===== src/rtl/rvdec_pkg.sv =====
`timescale 1ns / 1ps
// ----------------------------------------------------------------------------
// rvdec_pkg
// Shared types and constants for the RV32IM instruction decoder.
// ----------------------------------------------------------------------------
package rvdec_pkg;

  // Major opcodes (instr[6:0])
  localparam logic [6:0] OPC_LUI    = 7'h37;
  localparam logic [6:0] OPC_AUIPC  = 7'h17;
  localparam logic [6:0] OPC_JAL    = 7'h6f;
  localparam logic [6:0] OPC_JALR   = 7'h67;
  localparam logic [6:0] OPC_BRANCH = 7'h63;
  localparam logic [6:0] OPC_LOAD   = 7'h03;
  localparam logic [6:0] OPC_STORE  = 7'h23;
  localparam logic [6:0] OPC_OPIMM  = 7'h13;
  localparam logic [6:0] OPC_OP     = 7'h33;
  localparam logic [6:0] OPC_FENCE  = 7'h0f;

  // funct3 codes that matter for legality and the alternate-op flag
  localparam logic [2:0] F3_ADD_SUB = 3'd0;
  localparam logic [2:0] F3_BR_RSV2 = 3'd2;
  localparam logic [2:0] F3_BR_RSV3 = 3'd3;
  localparam logic [2:0] F3_LD_RSV3 = 3'd3;
  localparam logic [2:0] F3_LD_RSV6 = 3'd6;
  localparam logic [2:0] F3_LD_RSV7 = 3'd7;
  localparam logic [2:0] F3_ST_MAX  = 3'd2;
  localparam logic [2:0] F3_SRL_SRA = 3'd5;

  localparam logic [31:0] LINK_OFFSET = 32'd4;

  typedef enum logic [3:0] {
    CLS_LUI    = 4'd0,
    CLS_AUIPC  = 4'd1,
    CLS_JAL    = 4'd2,
    CLS_JALR   = 4'd3,
    CLS_BRANCH = 4'd4,
    CLS_LOAD   = 4'd5,
    CLS_STORE  = 4'd6,
    CLS_OPIMM  = 4'd7,
    CLS_OP     = 4'd8,
    CLS_MULDIV = 4'd9,
    CLS_FENCE  = 4'd10
  } op_class_e;

  typedef struct packed {
    op_class_e          op_class;
    logic               illegal;
    logic [4:0]         rd_index;
    logic [4:0]         rs1_index;
    logic [4:0]         rs2_index;
    logic               second_is_register;
    logic [3:0]         op_detail;
    logic signed [31:0] immediate;
    logic [31:0]        target;
    logic [31:0]        result_value;
  } dec_result_t;

endpackage


===== src/rtl/rvdec_core.sv =====
`timescale 1ns / 1ps
// ----------------------------------------------------------------------------
// rvdec_core
// Combinational decode of one instruction word and its pc.
// ----------------------------------------------------------------------------
module rvdec_core (
  input  logic [31:0]               instr_i,
  input  logic [31:0]               pc_i,
  output rvdec_pkg::dec_result_t    dec_o
);
  import rvdec_pkg::*;

  logic [6:0]  opc;
  logic [2:0]  f3;
  logic        alt;
  logic [31:0] imm_i, imm_s, imm_b, imm_u, imm_j;
  logic [31:0] tgt_sum, val_sum;
  logic [31:0] tgt_addend, val_addend;
  logic        f3_bad;
  logic        known;

  assign opc = instr_i[6:0];
  assign f3  = instr_i[14:12];
  assign alt = instr_i[30];

  assign imm_i = {{20{instr_i[31]}}, instr_i[31:20]};
  assign imm_s = {{20{instr_i[31]}}, instr_i[31:25], instr_i[11:7]};
  assign imm_b = {{19{instr_i[31]}}, instr_i[31], instr_i[7], instr_i[30:25],
                  instr_i[11:8], 1'b0};
  assign imm_u = {instr_i[31:12], 12'h000};
  assign imm_j = {{11{instr_i[31]}}, instr_i[31], instr_i[19:12], instr_i[20],
                  instr_i[30:21], 1'b0};

  // One adder for the branch/jump target, one for the write-back value
  assign tgt_addend = (opc == OPC_JAL) ? imm_j : imm_b;
  assign val_addend = (opc == OPC_AUIPC) ? imm_u : LINK_OFFSET;
  assign tgt_sum    = pc_i + tgt_addend;
  assign val_sum    = pc_i + val_addend;

  always_comb begin
    dec_o                    = '0;
    dec_o.rs1_index          = instr_i[19:15];
    dec_o.rs2_index          = instr_i[24:20];
    dec_o.rd_index           = instr_i[11:7];
    f3_bad                   = 1'b0;
    known                    = 1'b1;
    unique case (opc)
      OPC_LUI: begin
        dec_o.op_class     = CLS_LUI;
        dec_o.immediate    = imm_u;
        dec_o.result_value = imm_u;
      end
      OPC_AUIPC: begin
        dec_o.op_class     = CLS_AUIPC;
        dec_o.immediate    = imm_u;
        dec_o.result_value = val_sum;
      end
      OPC_JAL: begin
        dec_o.op_class     = CLS_JAL;
        dec_o.immediate    = imm_j;
        dec_o.target       = tgt_sum;
        dec_o.result_value = val_sum;
      end
      OPC_JALR: begin
        dec_o.op_class     = CLS_JALR;
        dec_o.immediate    = imm_i;
        dec_o.op_detail    = {1'b0, f3};
        dec_o.result_value = val_sum;
        f3_bad             = (f3 != F3_ADD_SUB);
      end
      OPC_BRANCH: begin
        dec_o.op_class           = CLS_BRANCH;
        dec_o.immediate          = imm_b;
        dec_o.op_detail          = {1'b0, f3};
        dec_o.second_is_register = 1'b1;
        dec_o.rd_index           = '0;
        dec_o.target             = tgt_sum;
        f3_bad                   = (f3 == F3_BR_RSV2) || (f3 == F3_BR_RSV3);
      end
      OPC_LOAD: begin
        dec_o.op_class  = CLS_LOAD;
        dec_o.immediate = imm_i;
        dec_o.op_detail = {1'b0, f3};
        f3_bad          = (f3 == F3_LD_RSV3) || (f3 == F3_LD_RSV6) ||
                          (f3 == F3_LD_RSV7);
      end
      OPC_STORE: begin
        dec_o.op_class           = CLS_STORE;
        dec_o.immediate          = imm_s;
        dec_o.op_detail          = {1'b0, f3};
        dec_o.second_is_register = 1'b1;
        dec_o.rd_index           = '0;
        f3_bad                   = (f3 > F3_ST_MAX);
      end
      OPC_OPIMM: begin
        dec_o.op_class  = CLS_OPIMM;
        dec_o.immediate = imm_i;
        dec_o.op_detail = {alt && (f3 == F3_SRL_SRA), f3};
      end
      OPC_OP: begin
        dec_o.second_is_register = 1'b1;
        if (instr_i[25]) begin
          dec_o.op_class  = CLS_MULDIV;
          dec_o.op_detail = {1'b0, f3};
        end else begin
          dec_o.op_class  = CLS_OP;
          dec_o.op_detail = {alt && ((f3 == F3_ADD_SUB) || (f3 == F3_SRL_SRA)), f3};
        end
      end
      OPC_FENCE: begin
        dec_o.op_class  = CLS_FENCE;
        dec_o.op_detail = {1'b0, f3};
        dec_o.rd_index  = '0;
      end
      default: begin
        known          = 1'b0;
        dec_o.rd_index = '0;
      end
    endcase

    dec_o.illegal = f3_bad || !known;
    if (f3_bad) begin
      dec_o.rd_index = '0;
      dec_o.target   = '0;
    end
  end

endmodule


===== src/rtl/rv32im_instruction_decoder_unit.sv =====
`timescale 1ns / 1ps
// ----------------------------------------------------------------------------
// rv32im_instruction_decoder_unit
// RV32IM decoder: classifies one instruction, extracts fields and immediate,
// and forms the pc-relative target and the write-back value.
// ----------------------------------------------------------------------------
//
//  channel   | signals                         | transfer
//  ----------+---------------------------------+----------------------------
//  request   | start, busy, instr_i, pc_i      | start high, busy low
//  result    | valid_o, op_class_o .. value_o  | every cycle valid_o is high
//
// A request goes through the input stage and the result stage; valid_o is
// then high for a single cycle, and the unit takes one new instruction per
// clock. The path between the two registers is the field decode plus one
// 32-bit add (target and write-back value each have their own adder).
// busy is always low: the pipeline never holds a request off.
// Reset clears the valid flags only; the payload registers are not reset.
// The receiver cannot stall; every result is shown for exactly one cycle.
// ----------------------------------------------------------------------------
module rv32im_instruction_decoder_unit (
  input  logic                 clk_i,
  input  logic                 rst_ni,
  input  logic                 start,
  output logic                 busy,
  input  logic [31:0]          instr_i,
  input  logic [31:0]          pc_i,
  output logic                 valid_o,
  output logic [3:0]           op_class_o,
  output logic                 illegal_o,
  output logic [4:0]           rd_index_o,
  output logic [4:0]           rs1_index_o,
  output logic [4:0]           rs2_index_o,
  output logic                 second_is_register_o,
  output logic [3:0]           op_detail_o,
  output logic signed [31:0]   immediate_o,
  output logic [31:0]          target_o,
  output logic [31:0]          result_value_o
);
  import rvdec_pkg::*;

  // Input stage
  logic        in_vld_q;
  logic [31:0] instr_q, pc_q;

  // Result stage
  logic        out_vld_q;
  dec_result_t res_q;
  dec_result_t res_d;

  assign busy = 1'b0;

  always_ff @(posedge clk_i or negedge rst_ni) begin
    if (!rst_ni) begin
      in_vld_q  <= 1'b0;
      out_vld_q <= 1'b0;
    end else begin
      in_vld_q  <= start && !busy;
      out_vld_q <= in_vld_q;
    end
  end

  // Payload only loads on a transfer / valid stage; no reset needed
  always_ff @(posedge clk_i) begin
    if (start && !busy) begin
      instr_q <= instr_i;
      pc_q    <= pc_i;
    end
    if (in_vld_q) begin
      res_q <= res_d;
    end
  end

  rvdec_core u_core (
    .instr_i (instr_q),
    .pc_i    (pc_q),
    .dec_o   (res_d)
  );

  assign valid_o              = out_vld_q;
  assign op_class_o           = res_q.op_class;
  assign illegal_o            = res_q.illegal;
  assign rd_index_o           = res_q.rd_index;
  assign rs1_index_o          = res_q.rs1_index;
  assign rs2_index_o          = res_q.rs2_index;
  assign second_is_register_o = res_q.second_is_register;
  assign op_detail_o          = res_q.op_detail;
  assign immediate_o          = res_q.immediate;
  assign target_o             = res_q.target;
  assign result_value_o       = res_q.result_value;

endmodule


===== config.mk =====
export PLATFORM = sky130hd
export DESIGN_NAME = rv32im_instruction_decoder_unit
export DESIGN_NICKNAME = d
export VERILOG_FILES = /design/src/rtl/rvdec_pkg.sv /design/src/rtl/rvdec_core.sv /design/src/rtl/rv32im_instruction_decoder_unit.sv
export SDC_FILE = /design/constraint.sdc
export NUM_CORES = 1
export LEC_CHECK = 0
export BUFFER_PORTS_ARGS = -buffer_cell sky130_fd_sc_hd__buf_2
export CORE_ASPECT_RATIO = 1.4
export CORE_MARGIN = 2
export CORE_UTILIZATION = 51
export CTS_CLUSTER_DIAMETER = 80
export DETAILED_ROUTE_END_ITERATION = 16
export PLACE_DENSITY = 0.81
export SYNTH_ARGS = -nofsm -noshare
export SYNTH_HDL_FRONTEND = slang
export SYNTH_HIERARCHICAL = 1
export SYNTH_SLANG_ARGS = --single-unit

===== constraint.sdc =====
create_clock -name clk_i -period 3.7 [get_ports clk_i]
set_clock_uncertainty 0.2 [all_clocks]
set_input_delay 0.74 -clock clk_i [delete_from_list [all_inputs] [get_ports clk_i]]
set_output_delay 0.74 -clock clk_i [all_outputs]
set_load 0.01 [all_outputs]

; ---- Yosys cells after proc, flatten, opt, wreduce, memory -nomap -nowiden
; Cells that the tools add are included.
[word_totals]
ff_bits = 187
latchBits = 0
ram_bits = 0
romBits = 0
inputBits = 67
elab_cells = 65
mem_count = 0
[classes]
addsub = 2
n_mul = 0
n_div = 0
n_lt_le_gt_ge = 1
eq_ne = 15
shift = 0
n_mux = 11
n_bitwise = 2
reduce_logical = 20
[op_table]
columns = op, n
row1 = one-hot mux 32 bit (5 select lines), 1
row2 = adder 32 bit, 2
row3 = one-hot mux 32 bit (2 select lines), 1
row4 = one-hot mux 4 bit (9 select lines), 1
row5 = 2-to-1 mux 32 bit, 1
row6 = == test 7 x 6 -> 1 bit (second input constant), 3
row7 = == test 7 bit (second input constant), 3
row8 = 2-to-1 mux 20 bit, 1
row9 = == test 7 x 5 -> 1 bit (second input constant), 2
row10 = one-hot mux 4 bit (3 select lines), 1
row11 = OR reduction 10 bit, 1
row12 = == test 3 bit (second input constant), 3
row13 = OR reduction 3 bit, 3
row14 = OR reduction 2 bit, 4
row15 = == test 7 x 2 -> 1 bit (second input constant), 1
row16 = == test 7 x 4 -> 1 bit (second input constant), 1
row17 = OR reduction 7 bit, 1
row18 = == test 3 x 2 -> 1 bit (second input constant), 2
row19 = logical OR 1 bit, 5
row20 = OR reduction 5 bit, 1
row21 = 2-to-1 mux 4 bit, 1
row22 = one-hot mux 1 bit (4 select lines), 1
row23 = greater-than comparator 3 x 2 -> 1 bit (second input constant), 1
row24 = zero test 3 bit, 1
row25 = 5 further kinds, 9

; ---- Logic depth before layout (Yosys ltp)
; Gate-level depths: netlist of run 1.
[depth]
word_depth = 5
mapped_depth = 16
mapped_depth_nobuf = 15

; ---- Cells and area by module
; Netlist of run 1, hierarchy kept.
[by_module_without_submodules]
columns = mod, instances, cells_each, area_each_um2, seq_area_each_um2
row1 = rv32im_instruction_decoder_unit, 1, 189, 5616.6, 5605.4
row2 = rvdec_core, 1, 707, 4506.8, 0.0

; ---- Least setup slack after synthesis of run 1
; OpenSTA, ideal clock, no wires.
[synth_timing]
path_kind = register -> register
start = reg instr_q[5]
end = reg res_q, in the netlist target_o[30] (data pin)
arrival_ns = 3.215
required_time_ns = 3.241
setup_slack_ns = 0.025
path_stages_with_launch = 17
n_path_buf = 2
synth_period_minus_slack_ns = 3.675
path_cell_list = edfxtp_1 -> inv_2 -> nor3_2 -> nand3_1 -> nor2_2 -> nor2b_1 -> clkbuf_1 -> a21o_1 -> ha_1 -> clkbuf_1 -> and4_1 -> nor3b_1 -> inv_1 -> o21a_1 -> a311o_1 -> a21oi_1 -> nor3b_1
[synth_via]
elab_chain_cells = 4
word_cells_on_any_way = 11
[synth_lines]
columns = element, line
row1 = "start, declared", rv32im_instruction_decoder_unit.sv:44  ; logic [31:0] instr_q, pc_q;
row2 = "start signal, assigned", rv32im_instruction_decoder_unit.sv:66  ; instr_q <= instr_i;
row3 = "parallel branches: the longest is 4 deep, another holds adder 32 bit", -
row4 = "end signal, assigned", rv32im_instruction_decoder_unit.sv:70  ; res_q <= res_d;
row5 = "end, declared", rv32im_instruction_decoder_unit.sv:48  ; dec_result_t res_q;
; Parallel ways; which one is timed is not known.
; A chain may end at the register's enable or synchronous reset.

; ---- Worst setup path in the final report of run 1
[layout_timing]
start = reg instr_q[4]
end = reg res_q, in the netlist target_o[29] (data pin)
; Same word-level chain as after synthesis.

==> results of run 1 <==
==> critical path: stages, from the launching register on <==
cell	delay [ps]
edfxtp_1	430
nor3_4	210
nand3_2	140
nor2_4	200
buf_4	140
mux2_2	350
ha_1	330
nor2b_2	190
o2111ai_2	270
a21oi_2	130
nor3_2	300
nor3_1	130
a211oi_4	260
mux2i_1	270
==> registers in the layout (all words and copies together), names as in the netlist <==
signal	cells
target_o	32
pc_q	32
instr_q	32
result_value_o	32
rs1_index_o	5
op_detail_o	4
immediate_o	32
illegal_o	1
op_class_o	4
valid_o	1
rd_index_o	5
in_vld_q	1
rs2_index_o	5
second_is_register_o	1
==> power by group <==
part	total, uW	switching (uW)	internal [uW]
clock	1760	870	895
sequential	2600	114	2490
combinational	1010	594	412
==> cells in the final DEF, fill, tap and decap left out, types with 17 or more instances in the layout <==
cell         n
buf_2      188
ha_1        47
edfxtp_1   185
clkbuf_16   17
nand2_1     75
and2_1      42
nor2_1      70
a21oi_1     58
nor3_1      20
nand3_1     19
nand4_1     20
xor2_1      26
buf_4       63
a21o_1      39
inv_1       17
o21ai_0     46
xnor2_1     23
==> final timing paths <==
path                                  from           end  cells after the start
min in group asynchronous           rst_ni      in_vld_q                      2
max in group asynchronous           rst_ni      in_vld_q                      2
worst max-delay path            instr_q[4]  target_o[29]                     13
worst min register to register     pc_q[0]   target_o[0]                      1
worst min-delay path              pc_i[17]      pc_q[17]                      1
worst max register to register  instr_q[4]  target_o[29]                     13
==> repair_timing <==
action                                 CTS  global route
setup endpoints to repair                9            24
pin swaps                                0             6
endpoints found under the hold margin    2             0
buffers inserted                         0             9
hold buffers                             1             0
gates resized for setup                  6            25
==> through the flow <==
stage          power (uW)  cell area [um2]  cells  hold slack [ps]  util [%]
4_1_cts              5340            12100   1371              255      61.7
2_1_floorplan        3200            10100    896              244         -
3_3_place_gp         3570            11500   1338              325      58.6
6_report             5370            12300   1380              269      62.6
5_1_grt              5580            12300   1380              252      62.6
3_5_place_dp         3580            11500   1338              327      58.6
==> layer usage <==
metal	GRT usage, %	vias to the layer above	share of wire, %
met3	3.90	55	5.5
met1	32.6	3915	40
met2	44.5	367	51
li1	-	3775	-
met5	0	-	0
met4	11.5	0	3.6
==> layout make-up <==
cell class | count | area share [%]
multi-input cells | 637 | 35.0
repair buffers | 254 | 11.8
clock buffers | 17 | 3.45
inverters | 18 | 0.548
flip-flops and latches | 187 | 45.5
well taps | 252 | 2.56
clock inverters | 15 | 1.21
==> cells by family (layout without fill, tap and decap cells) <==
group                    after synthesis  after routing
AND/OR/NAND/NOR                      296            296
flip-flops                           187            187
multiplexers                           6              6
XOR/XNOR                              49             49
adder cells (fa/ha/maj)               52             52
AO/OA/AOI/OAI                        233            233
buffers and inverters                 72            304
other                                  1              1
==> impl_metrics.toml, run 1 <==
[status]
status = "finished with violations"
failed_checks = "setup timing"

[grt]
antenna_found_initial = 0
grt_pass1_vias = 7704
grt_pass1_wl_mm = 40.9
grt.total_usage_pct = 26.1
grt.overflow.total = 0
grt_max_degree = 79

[yosys]
synth_top_family_by_area = "simple AND/OR/NAND/NOR gates"
synthSimpleGateAreaFrac_pct = 14.9
syn-cell-area_um2 = 10100
synth_edf_count = 185
synth_compound_area_share_pct = 14.9
async_reset_ff_share_pct = 1.07
synth-adder-area-share_pct = 6.50
synthTopCellsByCount = "edfxtp_1 (185), nand2_1 (75), nor2_1 (70)"
ys_seq_area_share_pct = 55.4
syn_inst = 896
synthTopCellsByArea = "edfxtp_1 (55%), ha_1 (6.3%), a21oi_1 (3.0%), a21o_1 (2.9%), nand2_1 (2.8%)"
synth-xor-area-share_pct = 4.24
synth.mux.area_fraction_pct = 0.643
synth_seq_cells = 187
yosysWarnings = 6
yosysTopAreaCellShare_pct = 54.9
synth_fp_nets = 1015
synth_top_cell_by_area = "edfxtp_1"
synth_cell_type_count = 76
yosysMostFrequentCell = "edfxtp_1"
synth_ff_type = "edfxtp_1"
syn_area_per_cell_um2 = 11.3

[floorplan]
start_util_pct = 51.4
fp-row-count = 61
die_w_um = 123
die_h_um = 171
ioPinCount = 190
fp.dieArea_um2 = 21000
core_um2 = 19700

[sta]
setup_ws_ps = -31.2
setup_viol = 1
min_period_ps = 3730
rsz0062_at_grt = "true"
worstMarginPinSlew_ps = 785
relSlewSlack_pct = 47.6
fin_setup_tns_ps = -31.2
finalCritPeriodShare_pct = 101
final-hold-violation-count = 0
report.final.slew_viol_count = 0
clock.fmax_mhz = 268

[route]
vias_per_cell = 5.88
finalWirelength_mm = 27.5
wl_per_cell_um = 19.9
firstDrtPassIters = 5
first_iter_violations = 582
drcViolationCount = 0
ant_nets = 0
dr_total_vias = 8112

[critical_path]
setup.worst_path.end_class = "flip-flop"
crit_arrival_ps = 3800
worst-setup-path-type = "reg2reg"
rrSetupSlack_ps = -30
start_kind = "flip-flop"
crit_fanout = 5
cp.required_ps = 3770

[placement]
gp_congestion = 0.976
port-buffer-count = 188
dpl_worst_slack_ps = -326
post-dp-hpwl_mm = 20.2

[clock_tree]
cts_tree = "yes"
cts.htree.levels = 4
clk_pin_slew_ps = 70
clk_latency_ps = 440
clock_sinks = 187
clk_path_buf_depth = 2
root_buffer = "clkbuf_16"
cts_buffers = 17

[final_layout]
n_antenna_cell = 0
syn2layout_area_growth_pct = 21.9
n_fill_cell = 1584
layout.nets = 1234
regArea_um2 = 5610
drive_above_1_share_pct = 29.3
multi_input_area_um2 = 4310

[pwr]
p_per_area_nw_per_um2 = 435
peakVddDrop_uv = 282
leakage_uw = 0.00505

[job]
maxCapViolCount = 0

[worst_hold_path]
hold_path_class = "in2reg"
No activity file was read; power rests on OpenSTA's default activity.
==> run 2: changes to the inputs <==
- CORE_ASPECT_RATIO: 1.4 -> default
- CORE_UTILIZATION: 51 -> 40
- PLACE_DENSITY: 0.81 -> 0.67
==> run 2 against run 1 <==
Compared with the run above:
- the run now ends clean
- routed wire length increased by 6.6%
- critical path depth is the same
- utilization shrank 13 points
- sequential share of layout area fell by 0.17 points
- critical path type unchanged
- first-iteration DRC count grew 40%
- clock power increased by 7%
- sequential power about the same
- power up 2.1%
==> impl_metrics.toml, run 2 (synthesis results as in run 1) <==
[critical_path]
worst-setup-path-type = "reg2reg"
slowest_delay_ps = 550
cp.required_ps = 3680
crit_fanout = 21
critical-path-slowest-cell = "or4_4"
start_kind = "flip-flop"
setup.worst_path.end_class = "flip-flop"
path_cells = "buf_4, nand2_1, nor4_4, buf_12, and2_1, ha_1, nand4_4, or4_4, a211o_1, a31oi_2, a21boi_1, xor2_1, o21ai_1"
crit_arrival_ps = 3560

[sta]
finalCritPeriodShare_pct = 96.6
hold_slack_ps = 268
fin_setup_tns_ps = 0
worstMarginPinSlew_ps = 907
min_period_ps = 3570
report.final.slew_viol_count = 0
relSlewSlack_pct = 39.5
clock.fmax_mhz = 280
final-hold-violation-count = 0
setup_ws_ps = 125
setup_viol = 0

[route]
vias_per_cell = 5.46
wl_per_cell_um = 20.2
first_iter_violations = 813
drcViolationCount = 0
dr_total_vias = 7926
finalWirelength_mm = 29.3
ant_nets = 0
firstDrtPassIters = 5

[clock_tree]
cts_tree = "yes"
clk_path_buf_depth = 2
clk_pin_slew_ps = 80
clock_sinks = 187
cts_buffers = 17
clk_latency_ps = 440
post_cts_buffers = 0
root_buffer = "clkbuf_16"
cts.htree.levels = 4

[pwr]
peakVddDrop_uv = 283
leakage_uw = 0.00505
power_uw = 5480
p_per_area_nw_per_um2 = 443

[final_layout]
n_fill_cell = 2273
n_antenna_cell = 0
multi_input_area_um2 = 4250
final_common_cell = "buf_2"
syn2layout_area_growth_pct = 22.3
regArea_um2 = 5610
drive_above_1_share_pct = 28.1
layout.nets = 1229
final_cell_mix = "buf_2 (188), edfxtp_1 (185), nand2_1 (75)"

[grt]
grt_max_degree = 86
grt.overflow.total = 0
grt_pass1_vias = 7463
grt.total_usage_pct = 21.9
antenna_found_initial = 0
grt_pass1_wl_mm = 43.3

[floorplan]
fp.dieArea_um2 = 26600
core_um2 = 25000
ioPinCount = 190
fp-row-count = 58
die_h_um = 163
start_util_pct = 40.4
die_w_um = 163

[placement]
port-buffer-count = 188
post-dp-hpwl_mm = 21.9
dpl_worst_slack_ps = 48.6
gp_congestion = 0.891

[job]
maxCapViolCount = 0

[status]
status = "complete, no violations"

[worst_hold_path]
hold_path_class = "in2reg"
==> run 2: worst max-delay path, delay by kind of cell, from the launching register on <==
family	cells	cell delay [ps]
AOI/OAI and AO/OA	4	760
xor gates and xnor gates	1	150
adders and majority gates	1	360
buffers and inverters	2	380
DFF	1	430
and+or+nand+nor	5	1040
==> run 2: area by class of cell <==
cell class | count | share of cell area, %
sequential | 187 | 45.3
clock inverter | 14 | 1.42
multi-input combinational | 637 | 34.3
timing repair buffer | 249 | 11.6
tap | 330 | 3.34
clock buffer | 17 | 3.44
inverter | 18 | 0.546
==> run 2: metrics by stage <==
stage | cell area [um2] | instances | util (%)
6_report | 12400 | 1452 | 49.5
5_1_grt | 12400 | 1452 | 49.5
4_1_cts | 12300 | 1452 | 49.2
3_5_place_dp | 11700 | 1420 | 46.7
3_3_place_gp | 11700 | 1420 | 46.7
2_1_floorplan | 10100 | 896 | -
==> run 2: what timing repair did <==
item,4_1_cts,5_1_grt
hold buffers,1,0
gates resized for setup,0,16
endpoints found under the setup margin,0,22
endpoints found under the hold margin,2,0
==> run 2: where the power goes <==
group	switching, uW	internal, uW	total, uW
sequential	124	2490	2610
combinational	579	399	978
clock	871	1020	1890
==> run 2: path summary, 6_finish.rpt <==
kind / from / to / slack (ps) / cells after the start
worst min-delay path: instr_i[17] / instr_q[17] / 270 / 1
worst max-delay path: instr_q[4] / result_value_o[30] / 130 / 13
worst max register to register: instr_q[4] / result_value_o[30] / 130 / 13
worst min register to register: pc_q[0] / result_value_o[0] / 360 / 1
min in group asynchronous: rst_ni / in_vld_q / 410 / 2
max in group asynchronous: rst_ni / in_vld_q / 2770 / 2
==> run 2: per-layer routing <==
| metal | share of wire (%) | global-route usage, % | wire length, um |
|---|---|---|---|
| met1 | 45 | 31.1 | 13100 |
| met2 | 45 | 33.6 | 13200 |
| met3 | 7.8 | 4.95 | 2280 |
| met4 | 2.4 | 6.76 | 712 |
| met5 | 0 | 0 | 0 |
==> run 3: changes to the inputs <==
- CORE_UTILIZATION: 40 -> 51
- PLACE_DENSITY: 0.67 -> 0.81
- TNS_END_PERCENT: default -> 10
==> run 3 against run 2 <==
Compared with the run above:
- hold slack improved by 13 ps
- die area decreased by 21%
- maximum frequency about the same
- clock-buffer cell count increased by 3
- global-route usage increased by 4.0 points
- power decreased by 2.1%
- non-clock buffer count decreased by 18
- cell count decreased by 5.6%
- clock power decreased by 4%
- routed wire length decreased by 5.7%
- critical path depth unchanged
- critical path type unchanged
- largest cell class unchanged
- largest power group unchanged
==> impl_metrics.toml, run 3 (synthesis results as in run 1) <==
[final_layout]
final_common_cell = "buf_2"
fin_cells = 1370
syn2layout_area_growth_pct = 19.6
final_cell_area_um2 = 12100
drive_above_1_share_pct = 27.0
final_cell_mix = "buf_2 (188), edfxtp_1 (185), nand2_1 (75)"
layout.nets = 1211
n_antenna_cell = 0
fin_util_pct = 62.2

[floorplan]
fp.dieArea_um2 = 21000
core_um2 = 19500
fp-row-count = 51
start_util_pct = 52.0
die_w_um = 145
die_h_um = 145
ioPinCount = 190

[critical_path]
rrSetupSlack_ps = 130
reg2reg_depth = 13
r2r_start = "instr_q[5]"
cp.required_ps = 3670
crit_fanout = 8
crit_arrival_ps = 3540
rr_endpoint = "target_o[16]"
setup.worst_path.end_class = "flip-flop"
start_kind = "flip-flop"
worst-setup-path-type = "reg2reg"

[sta]
relSlewSlack_pct = 24.6
report.final.slew_viol_count = 0
min_period_ps = 3570
finalCritPeriodShare_pct = 96.5
setup_viol = 0
worstMarginPinSlew_ps = 1100
clock.fmax_mhz = 280
rsz0062_at_grt = "true"
setup_ws_ps = 128
final-hold-violation-count = 0
hold_slack_ps = 281

[worst_hold_path]
hold_path_class = "in2reg"
hp-start = "instr_i[19]"
hold_depth = 1
hold_path_end = "instr_q[19]"

[route]
drcViolationCount = 0
ant_nets = 0
wl_per_cell_um = 20.2
dr_total_vias = 8049
finalWirelength_mm = 27.6
firstDrtPassIters = 5
vias_per_cell = 5.88
first_iter_violations = 783

[pwr]
leakage_uw = 0.00493
p_per_area_nw_per_um2 = 443
peakVddDrop_uv = 287

[placement]
gp_congestion = 0.991
place_inst = 1337
dpl_worst_slack_ps = 9.26
post-dp-hpwl_mm = 20.4
place_area_um2 = 11500
port-buffer-count = 188

[clock_tree]
post_cts_buffers = 0
clk_path_buf_depth = 2
clock_sinks = 187
cts_tree = "yes"
clk_latency_ps = 430
root_buffer = "clkbuf_16"
cts_buffers = 17
clk_pin_slew_ps = 70
cts.htree.levels = 4

[status]
status = "complete, no violations"

[grt]
grt_pass1_vias = 7340
antenna_found_initial = 0
grt.overflow.total = 0
grt.total_usage_pct = 25.9
grt_pass1_wl_mm = 40.5
grt_max_degree = 75

[job]
maxCapViolCount = 0
## run 3: metrics by stage
step / setup TNS, ps / power [uW]
2_1_floorplan: 0 / 3200
3_3_place_gp: 0 / 3550
3_5_place_dp: 0 / 3560
4_1_cts: 0 / 5350
5_1_grt: -93.1 / 5560
6_report: 0 / 5370
## run 3: worst max-delay path by stage
stage | startpoint | to | slack [ps] | cells past startpoint
4_1_cts | instr_q[6] | target_o[28] | 60 | 15
2_1_floorplan | instr_q[5] | target_o[30] | 30 | 16
3_3_place_gp | instr_q[5] | target_o[16] | 120 | 13
3_5_place_dp | instr_q[5] | target_o[16] | 9 | 14
6_report | instr_q[5] | target_o[16] | 130 | 13
5_1_grt | instr_q[5] | target_o[31] | -60 | 15
## run 3: critical path, stage by stage, from the launching register on
cell      delay, ps
edfxtp_1        400
inv_2            60
nor3_2          190
nand3_1         140
nor2_2          120
buf_4           180
mux2_2          350
ha_1            360
a31o_2          300
o21ai_1         240
o221ai_2        230
a41oi_1         310
xor2_1          180
nor2_1           50
## run 3: per-layer routing
metal	global-route usage [%]	wire length, um	vias to the layer above
met5	0	0	-
met1	35.4	11600	3804
met2	41.7	12700	445
met3	3.95	2330	79
met4	10.5	942	0
li1	-	-	3721
## run 3: area by class of cell
class / instances / area (um2)
clock inverters: 12 / 136
inverters: 18 / 67.6
multi-input cells: 637 / 4250
well taps: 265 / 332
flip-flops and latches: 187 / 5610
fillers: 1547 / 7350
repair buffers: 231 / 1280
clock buffers: 20 / 437
## run 3: repair_timing
action                     CTS  global route
setup endpoints to repair    1            18
hold endpoints to repair     2             0
resized for setup            1            18
hold buffers                 1             0
## run 3: report_power, final
group	internal [uW]	switching, uW
Combinational	377	560
Sequential	2490	134
Clock	1010	804
Total	3870	1500
